==> src/jbig2shp_pkg.sv <==
// Types, constants and the segment type table of the JBIG2 segment header parser.
// No dependencies; used by the parser core, the top level and the checker.
`timescale 1ns / 1ps

package jbig2shp_pkg;

  // Record kinds on the result channel
  typedef enum logic [1:0] {
    KIND_HEADER = 2'd0,
    KIND_REF    = 2'd1,
    KIND_DATA   = 2'd2,
    KIND_TRUNC  = 2'd3
  } kind_e;

  localparam logic [31:0] REF_BYTE_MAX   = 32'd256;
  localparam logic [31:0] REF_HALF_MAX   = 32'd65536;
  localparam logic [31:0] LENGTH_OPEN    = 32'hffff_ffff;
  localparam logic [2:0]  REFCNT_ESCAPE  = 3'd7;
  localparam int unsigned FLAG_PAGE_WIDE = 6;
  localparam logic [29:0] RETAIN_BIAS    = 30'd9;

  typedef struct packed {
    logic [7:0] in_byte;
    logic       end_of_stream;
  } in_item_t;

  typedef struct packed {
    kind_e       kind;
    logic [31:0] seg_number;
    logic [5:0]  seg_type;
    logic [31:0] page_number;
    logic [31:0] data_length;
    logic        length_unknown;
    logic        type_unknown;
    logic [28:0] ref_total;
    logic [31:0] ref_value;
    logic [7:0]  payload_byte;
    logic        last;
  } out_rec_t;

  // True for segment types that the standard does not define
  function automatic logic type_is_unknown(input logic [5:0] seg_type);
    logic unknown;
    unknown = 1'b1;
    case (seg_type) inside
      6'd0, 6'd4, 6'd6, 6'd7, 6'd16, 6'd20, 6'd22, 6'd23, 6'd36, 6'd38, 6'd39,
      6'd40, 6'd42, 6'd43, 6'd48, 6'd49, 6'd50, 6'd51, 6'd52, 6'd53, 6'd62: unknown = 1'b0;
      default: unknown = 1'b1;
    endcase
    return unknown;
  endfunction

endpackage

==> src/jbig2shp_stream_if.sv <==
// Valid/ready stream interface carrying one payload item per transfer.
// Payload type is set per instance; depends on nothing else.
`timescale 1ns / 1ps

interface jbig2shp_stream_if #(
  parameter type payload_t = logic
) ();
  logic     valid;
  logic     ready;
  payload_t payload;

  modport source (output valid, output payload, input ready);
  modport sink   (input valid, input payload, output ready);
endinterface

==> src/jbig2shp_core.sv <==
// Segment header state machine: takes one stream byte per step and forms at most one record.
// Depends on jbig2shp_pkg.
`timescale 1ns / 1ps

module jbig2shp_core (
  input  logic                  clk_i,
  input  logic                  rst_ni,
  input  logic                  step_i,
  input  jbig2shp_pkg::in_item_t item_i,
  output logic                  res_valid_o,
  output jbig2shp_pkg::out_rec_t res_o
);

  typedef enum logic [3:0] {
    PH_SEGNUM  = 4'd0,
    PH_FLAGS   = 4'd1,
    PH_REFCNT  = 4'd2,
    PH_REFLONG = 4'd3,
    PH_RETAIN  = 4'd4,
    PH_REFS    = 4'd5,
    PH_PAGE    = 4'd6,
    PH_LENGTH  = 4'd7,
    PH_DATA    = 4'd8,
    PH_OPEN    = 4'd9
  } phase_e;

  phase_e      phase_q, phase_d;
  logic [1:0]  idx_q, idx_d;
  logic [31:0] acc_q, acc_d;
  logic [31:0] seg_num_q, seg_num_d;
  logic [7:0]  flags_q, flags_d;
  logic [28:0] refs_exp_q, refs_exp_d;
  logic [28:0] refs_done_q, refs_done_d;
  logic [26:0] skip_q, skip_d;
  logic [31:0] page_q, page_d;
  logic [31:0] remain_q, remain_d;
  logic [31:0] seg_len_q, seg_len_d;
  logic        len_open_q, len_open_d;

  logic [7:0]  in_byte;
  logic [31:0] acc_shift;
  logic [1:0]  last_idx;
  logic        field_done;
  logic [28:0] refs_long;
  logic [29:0] retain_sum;
  logic [28:0] refs_done_inc;
  logic [31:0] remain_dec;
  logic [5:0]  cur_type;

  assign in_byte       = item_i.in_byte;
  assign acc_shift     = {acc_q[23:0], in_byte};
  assign field_done    = (idx_q >= last_idx);
  assign refs_long     = acc_shift[28:0];
  assign retain_sum    = {1'b0, refs_long} + jbig2shp_pkg::RETAIN_BIAS;
  assign refs_done_inc = refs_done_q + 29'd1;
  assign remain_dec    = remain_q - 32'd1;
  assign cur_type      = flags_q[5:0];

  // Last byte position of the field that the current phase is collecting
  always_comb begin
    last_idx = 2'd0;
    case (phase_q)
      PH_SEGNUM, PH_LENGTH: last_idx = 2'd3;
      PH_REFLONG:           last_idx = 2'd2;
      PH_REFS: begin
        if (seg_num_q <= jbig2shp_pkg::REF_BYTE_MAX) begin
          last_idx = 2'd0;
        end else if (seg_num_q <= jbig2shp_pkg::REF_HALF_MAX) begin
          last_idx = 2'd1;
        end else begin
          last_idx = 2'd3;
        end
      end
      PH_PAGE: last_idx = flags_q[jbig2shp_pkg::FLAG_PAGE_WIDE] ? 2'd3 : 2'd0;
      default: last_idx = 2'd0;
    endcase
  end

  always_comb begin
    phase_d     = phase_q;
    idx_d       = idx_q;
    acc_d       = acc_q;
    seg_num_d   = seg_num_q;
    flags_d     = flags_q;
    refs_exp_d  = refs_exp_q;
    refs_done_d = refs_done_q;
    skip_d      = skip_q;
    page_d      = page_q;
    remain_d    = remain_q;
    seg_len_d   = seg_len_q;
    len_open_d  = len_open_q;
    res_valid_o = 1'b0;
    res_o       = '0;

    // Fields common to referred, header and data records
    res_o.seg_number   = seg_num_q;
    res_o.seg_type     = cur_type;
    res_o.type_unknown = jbig2shp_pkg::type_is_unknown(cur_type);
    res_o.ref_total    = refs_exp_q;

    if (step_i && item_i.end_of_stream) begin
      if (phase_q != PH_SEGNUM && phase_q != PH_OPEN) begin
        res_valid_o = 1'b1;
      end
      res_o            = '0;
      res_o.kind       = jbig2shp_pkg::KIND_TRUNC;
      res_o.seg_number = seg_num_q;
      phase_d     = PH_SEGNUM;
      idx_d       = '0;
      acc_d       = '0;
      seg_num_d   = '0;
      flags_d     = '0;
      refs_exp_d  = '0;
      refs_done_d = '0;
      skip_d      = '0;
      page_d      = '0;
      remain_d    = '0;
      seg_len_d   = '0;
      len_open_d  = 1'b0;
    end else if (step_i) begin
      // Advance the byte position within a multi-byte field
      if (phase_q == PH_SEGNUM || phase_q == PH_REFLONG || phase_q == PH_REFS ||
          phase_q == PH_PAGE || phase_q == PH_LENGTH) begin
        acc_d = acc_shift;
        idx_d = field_done ? 2'd0 : idx_q + 2'd1;
      end
      unique case (phase_q)
        PH_SEGNUM: begin
          if (field_done) begin
            seg_num_d  = acc_shift;
            acc_d      = '0;
            flags_d    = '0;
            refs_exp_d = '0;
            page_d     = '0;
            seg_len_d  = '0;
            len_open_d = 1'b0;
            phase_d    = PH_FLAGS;
          end
        end
        PH_FLAGS: begin
          flags_d = in_byte;
          phase_d = PH_REFCNT;
        end
        PH_REFCNT: begin
          idx_d = '0;
          if (in_byte[7:5] == jbig2shp_pkg::REFCNT_ESCAPE) begin
            acc_d   = {27'd0, in_byte[4:0]};
            phase_d = PH_REFLONG;
          end else begin
            refs_exp_d  = {26'd0, in_byte[7:5]};
            refs_done_d = '0;
            acc_d       = '0;
            phase_d     = (in_byte[7:5] == 3'd0) ? PH_PAGE : PH_REFS;
          end
        end
        PH_REFLONG: begin
          if (field_done) begin
            refs_exp_d = refs_long;
            skip_d     = retain_sum[29:3];
            acc_d      = '0;
            phase_d    = PH_RETAIN;
          end
        end
        PH_RETAIN: begin
          skip_d = skip_q - 27'd1;
          if (skip_q == 27'd1) begin
            refs_done_d = '0;
            acc_d       = '0;
            idx_d       = '0;
            phase_d     = (refs_exp_q == 29'd0) ? PH_PAGE : PH_REFS;
          end
        end
        PH_REFS: begin
          if (field_done) begin
            res_valid_o     = 1'b1;
            res_o.kind      = jbig2shp_pkg::KIND_REF;
            res_o.ref_value = acc_shift;
            acc_d           = '0;
            refs_done_d     = refs_done_inc;
            if (refs_done_inc >= refs_exp_q) begin
              phase_d = PH_PAGE;
            end
          end
        end
        PH_PAGE: begin
          if (field_done) begin
            page_d  = acc_shift;
            acc_d   = '0;
            phase_d = PH_LENGTH;
          end
        end
        PH_LENGTH: begin
          if (field_done) begin
            seg_len_d  = acc_shift;
            acc_d      = '0;
            len_open_d = (acc_shift == jbig2shp_pkg::LENGTH_OPEN);
            res_valid_o          = 1'b1;
            res_o.kind           = jbig2shp_pkg::KIND_HEADER;
            res_o.page_number    = page_q;
            res_o.data_length    = acc_shift;
            res_o.length_unknown = (acc_shift == jbig2shp_pkg::LENGTH_OPEN);
            if (acc_shift == jbig2shp_pkg::LENGTH_OPEN) begin
              phase_d = PH_OPEN;
            end else if (acc_shift == 32'd0) begin
              phase_d = PH_SEGNUM;
            end else begin
              remain_d = acc_shift;
              phase_d  = PH_DATA;
            end
          end
        end
        PH_DATA: begin
          remain_d             = remain_dec;
          res_valid_o          = 1'b1;
          res_o.kind           = jbig2shp_pkg::KIND_DATA;
          res_o.page_number    = page_q;
          res_o.data_length    = seg_len_q;
          res_o.length_unknown = len_open_q;
          res_o.payload_byte   = in_byte;
          res_o.last           = (remain_dec == 32'd0);
          if (remain_dec == 32'd0) begin
            phase_d = PH_SEGNUM;
          end
        end
        PH_OPEN: begin
          res_valid_o          = 1'b1;
          res_o.kind           = jbig2shp_pkg::KIND_DATA;
          res_o.page_number    = page_q;
          res_o.data_length    = seg_len_q;
          res_o.length_unknown = len_open_q;
          res_o.payload_byte   = in_byte;
        end
        default: begin
          // Unused phase codes: fall back to the reset state
          phase_d     = PH_SEGNUM;
          idx_d       = '0;
          acc_d       = '0;
          seg_num_d   = '0;
          flags_d     = '0;
          refs_exp_d  = '0;
          refs_done_d = '0;
          skip_d      = '0;
          page_d      = '0;
          remain_d    = '0;
          seg_len_d   = '0;
          len_open_d  = 1'b0;
        end
      endcase
    end
  end

  always_ff @(posedge clk_i or negedge rst_ni) begin
    if (!rst_ni) begin
      phase_q     <= PH_SEGNUM;
      idx_q       <= '0;
      acc_q       <= '0;
      seg_num_q   <= '0;
      flags_q     <= '0;
      refs_exp_q  <= '0;
      refs_done_q <= '0;
      skip_q      <= '0;
      page_q      <= '0;
      remain_q    <= '0;
      seg_len_q   <= '0;
      len_open_q  <= 1'b0;
    end else begin
      phase_q     <= phase_d;
      idx_q       <= idx_d;
      acc_q       <= acc_d;
      seg_num_q   <= seg_num_d;
      flags_q     <= flags_d;
      refs_exp_q  <= refs_exp_d;
      refs_done_q <= refs_done_d;
      skip_q      <= skip_d;
      page_q      <= page_d;
      remain_q    <= remain_d;
      seg_len_q   <= seg_len_d;
      len_open_q  <= len_open_d;
    end
  end

endmodule

==> src/jbig2_segment_header_parser.sv <==
// Top level of the JBIG2 segment header parser: stream handshake and result register.
// Depends on jbig2shp_pkg, jbig2shp_stream_if and jbig2shp_core.
//
//   channel    dir   payload                                   transfer when
//   stream_i   in    in_item_t (in_byte, end_of_stream)         valid && ready
//   record_o   out   out_rec_t (kind, seg_number, ... , last)   valid && ready
//
// One byte is taken per cycle when not stalled; any record it forms is registered.
// The state update and the record are formed combinationally from the parser state.
// The result register is the only buffer: a new byte is taken while the held record
// leaves in the same cycle, or while no record is held.
// Reset (rst_ni low, asynchronous) returns to waiting for a segment number.

`timescale 1ns / 1ps

module jbig2_segment_header_parser (
  input  logic               clk_i,
  input  logic               rst_ni,
  jbig2shp_stream_if.sink    stream_i,
  jbig2shp_stream_if.source  record_o
);

  logic                   in_ready;
  logic                   step;
  logic                   res_valid;
  jbig2shp_pkg::out_rec_t res;
  logic                   out_valid_q;
  jbig2shp_pkg::out_rec_t out_rec_q;

  assign in_ready = !out_valid_q || record_o.ready;
  assign step     = stream_i.valid && in_ready;

  jbig2shp_core u_core (
    .clk_i       (clk_i),
    .rst_ni      (rst_ni),
    .step_i      (step),
    .item_i      (stream_i.payload),
    .res_valid_o (res_valid),
    .res_o       (res)
  );

  // Load a new record whenever the register is free or emptying this cycle
  always_ff @(posedge clk_i or negedge rst_ni) begin
    if (!rst_ni) begin
      out_valid_q <= 1'b0;
    end else if (in_ready) begin
      out_valid_q <= res_valid;
    end
  end

  always_ff @(posedge clk_i) begin
    if (in_ready && res_valid) begin
      out_rec_q <= res;
    end
  end

  assign stream_i.ready   = in_ready;
  assign record_o.valid   = out_valid_q;
  assign record_o.payload = out_rec_q;

endmodule

==> src/flat_wrapper.sv <==
// flat-port wrapper written by rule: the top's interface ports become plain ports
module jbig2_segment_header_parser_flat 
  (clk_i, rst_ni, stream_i_valid, stream_i_payload, stream_i_ready, record_o_valid, record_o_payload, record_o_ready);
  jbig2shp_stream_if stream_i_i ();
  jbig2shp_stream_if record_o_i ();
  input  logic clk_i;
  input  logic rst_ni;
  input wire logic [$bits(stream_i_i.valid)-1:0] stream_i_valid;
  input wire logic [$bits(stream_i_i.payload)-1:0] stream_i_payload;
  output wire logic [$bits(stream_i_i.ready)-1:0] stream_i_ready;
  output wire logic [$bits(record_o_i.valid)-1:0] record_o_valid;
  output wire logic [$bits(record_o_i.payload)-1:0] record_o_payload;
  input wire logic [$bits(record_o_i.ready)-1:0] record_o_ready;
  assign stream_i_i.valid = stream_i_valid;
  assign stream_i_i.payload = stream_i_payload;
  assign stream_i_ready = stream_i_i.ready;
  assign record_o_valid = record_o_i.valid;
  assign record_o_payload = record_o_i.payload;
  assign record_o_i.ready = record_o_ready;
  jbig2_segment_header_parser u_core (.clk_i(clk_i), .rst_ni(rst_ni), .stream_i(stream_i_i), .record_o(record_o_i));
endmodule
==> config.mk <==
export PLATFORM = sky130hd
export DESIGN_NAME = jbig2_segment_header_parser_flat
export DESIGN_NICKNAME = d
export VERILOG_FILES = /design/src/jbig2shp_pkg.sv /design/src/jbig2shp_stream_if.sv /design/src/jbig2shp_core.sv /design/src/jbig2_segment_header_parser.sv /design/src/flat_wrapper.sv
export SDC_FILE = /design/constraint.sdc
export NUM_CORES = 1
export LEC_CHECK = 0
export ABC_AREA = 1
export BUFFER_PORTS_ARGS = -buffer_cell sky130_fd_sc_hd__buf_2
export CORE_ASPECT_RATIO = 2
export CORE_MARGIN = 4
export CORE_UTILIZATION = 60
export CTS_BUF_LIST = sky130_fd_sc_hd__clkbuf_8 sky130_fd_sc_hd__clkbuf_16
export DETAILED_ROUTE_END_ITERATION = 6
export PLACE_DENSITY = 0.79
export SYNTH_ARGS = -nofsm -noshare
export SYNTH_HDL_FRONTEND = slang
export SYNTH_HIERARCHICAL = 1
export SYNTH_SLANG_ARGS = --single-unit
==> constraint.sdc <==
create_clock -name clk_i -period 3.5 [get_ports clk_i]
set_input_delay 0.525 -clock clk_i [delete_from_list [all_inputs] [get_ports clk_i]]
set_output_delay 0.525 -clock clk_i [all_outputs]
set_load 0.05 [all_outputs]
==> flow_summary.json <==
{
  "cts_buffer_depth": 2,
  "cts_root_buf": "clkbuf_16",
  "avgViaCountPerCell": 6.134,
  "layoutNonFillerInstCount": 2162,
  "grt_pass1_vias": 13078,
  "cpPeakStageDelay_ns": 0.43,
  "post-route-cell-area_um2": 13980,
  "ios": 8,
  "cts_tree": "yes",
  "postCtsHoldBufs": 0,
  "maxCapViolCount": 0,
  "fin_crit_sh_pct": 100.6,
  "drv_slew": 0,
  "maxSlewHeadroom_pct": 44.64,
  "vias": 13261,
  "netlist_area_um2": 12480,
  "worstPathRequired_ns": 3.83,
  "period_minus_slack_ns": 3.522,
  "clkTransAtPathRegs_ns": 0.08,
  "critPathKind": "flop to flop",
  "die_w_um": 110.0,
  "fin_skew_ns": 0.008280,
  "io_buffers": 7,
  "dieArea_um2": 23320,
  "grt_first_pass_wirelength_um": 68140,
  "worst_path_most_repeated_cell": "nand2_1",
  "grt_max_degree": 81,
  "diodes": 0,
  "path_delay_family": "simple AND/OR/NAND/NOR gates",
  "status": "finished with violations",
  "p_leak_nw": 6.648,
  "timing.critical_path.buf_inv": 3,
  "place_hpwl_um": 32160,
  "fin_nets": 1924,
  "areaGrowthSynthToFinish_pct": 11.98,
  "wirelength_um": 43870,
  "power_mw": 11.60,
  "rsz0062_at_grt": "yes",
  "dr.pass1.iters": 6,
  "grt-ovfl-total": 0,
  "synthCells": 1833,
  "place_area_um2": 13120,
  "crit_path_end_kind": "flop",
  "rows": 74,
  "crit_chain": "ha_4 > nand4_1 > nor2_2 > nand4_1 > buf_4 > nor3_4 > xor2_1 > inv_1 > ha_1 > nand4_1 > a21oi_1 > nor2_1 > nand2_1 > nand2_1 > nand2_1 > nand2_1 > a21oi_1 > buf_4 > nand2_4 > nand2_1 > nand2_1",
  "drt_iter0_drc": 1367,
  "antenna_found_initial": 0,
  "clkSinkCount": 182,
  "fin_ws_ns": -0.02199,
  "vdd_drop_max_uv": 668.3,
  "power.density_nw_per_um2": 830.1,
  "route.detailed.drc": 0,
  "drive_gt1_share_pct": 9.916,
  "multi_input_area_um2": 6902,
  "tightest_slew_ns": 0.8273,
  "clkLatencyLatePin_ns": 0.45,
  "fill_cells": 1819,
  "cp_slowest_cell": "dfrtp_1",
  "ctsHtreeMaxLevel": 4,
  "ant_nets": 0,
  "utilization_pct": 68.31,
  "avgSynthCellArea_um2": 6.810,
  "violations": "setup timing",
  "grt_use_total_pct": 38.60,
  "place.gp.congestion": 1.062,
  "start_util_pct": 61.00,
  "timing.fmax_mhz": 283.9,
  "hold_path_class": "input pin to asynchronous set/reset pin",
  "crit_fanout": 5,
  "wl_per_cell_um": 20.29,
  "finalSetupViolations": 1,
  "die_h_um": 212.0,
  "dpl.cell_count": 2119,
  "register_area_um2": 4559,
  "finalHoldViolCount": 0,
  "ff2ff_setup_slack_ns": -0.02,
  "coreArea_um2": 20460,
  "crit_arrival_ns": 3.85,
  "yosys_warnings": 6,
  "crit_path_start_kind": "flop",
  "cts_buffers": 17
}
[layer usage]
| layer | up-vias | GRT usage [%] | share of wire (%) |
|---|---|---|---|
| met5 | - | 0 | 0 |
| met4 | 0 | 32.89 | 10 |
| met3 | 259 | 6.503 | 5.9 |
| met2 | 705 | 65.16 | 51 |
| met1 | 6157 | 40.50 | 33 |
| li1 | 6140 | - | - |
[cells in the final DEF (no fill, tap or decap), types with 4 or more instances in the layout]
cell type / n
a21oi_1: 49
a22o_1: 8
a22oi_1: 5
a31oi_1: 11
buf_2: 6
buf_4: 61
clkbuf_16: 17
clkinv_1: 4
conb_1: 34
dfrtp_1: 181
ha_1: 34
inv_1: 255
inv_2: 20
inv_6: 5
inv_8: 5
nand2_1: 340
nand2_2: 9
nand2_4: 4
nand3_1: 140
nand3_2: 4
nand4_1: 48
nor2_1: 222
nor2_2: 14
nor2_4: 7
nor3_1: 36
nor3_2: 5
nor4_1: 16
nor4_2: 4
o21ai_0: 162
o21ai_1: 47
o22ai_1: 64
o31ai_1: 4
xor2_1: 22
xor2_2: 5
[sequential cells by signal (all words and copies together), names as in the netlist]
register,count
u_core/record_o.payload,1
u_core/record_o.valid,1
u_core/u_core/acc_q,24
u_core/u_core/flags_q,1
u_core/u_core/idx_q,2
u_core/u_core/phase_q,4
u_core/u_core/refs_done_q,29
u_core/u_core/refs_exp_q,29
u_core/u_core/remain_q,32
u_core/u_core/seg_num_q,32
u_core/u_core/skip_q,27
[what timing repair did]
action / CTS / global route
gates cloned: 1 / 1
gates resized for setup: 9 / 31
pin swaps: 1 / 18
setup buffers: 2 / 7
hold endpoints to repair: 0 / 0
endpoints found under the setup margin: 10 / 106
[metrics by stage]
| stage | hold slack [ns] | worst slack, ns | setup TNS (ns) |
|---|---|---|---|
| detailed placement | 0.5004 | -0.1640 | -0.7639 |
| finish | 0.1258 | -0.02199 | -0.02199 |
| global placement | 0.4900 | -0.2208 | -0.7451 |
| floorplan | 0.2294 | 0.2741 | 0 |
| global route | 0.1546 | -0.1777 | -0.6715 |
| CTS | 0.1193 | -0.008321 | -0.008321 |
[power breakdown]
part / leakage [nW] / internal, mW / total (mW) / switching [mW]
Clock: 0.288 / 0.968 / 1.91 / 0.944
Combinational: 3.85 / 2.03 / 6.63 / 4.60
Sequential: 2.50 / 2.55 / 3.06 / 0.511
[worst paths after layout]
check	start	endpoint	cells past startpoint
setup reg to reg	u_core/u_core/refs_done_q[0]	u_core/u_core/phase_q[2]	21
hold / removal	rst_ni	u_core/u_core/skip_q[13]	1
min in group clk_i	record_o_ready	u_core/record_o.valid	4
setup / recovery	u_core/u_core/refs_done_q[0]	u_core/u_core/phase_q[2]	21
hold reg to reg	u_core/u_core/refs_done_q[25]	u_core/u_core/refs_done_q[25]	2
max in group asynchronous	rst_ni	u_core/u_core/refs_done_q[5]	2
[layout make-up]
cell class | instances | area share, %
clock buffer | 18 | 3.142
clock inverter | 14 | 0.9668
inverter | 279 | 7.493
multi-input combinational | 1332 | 49.38
sequential | 182 | 32.62
tap | 266 | 2.381
timing repair buffer | 71 | 4.019
No activity file was read; power rests on OpenSTA's default activity.
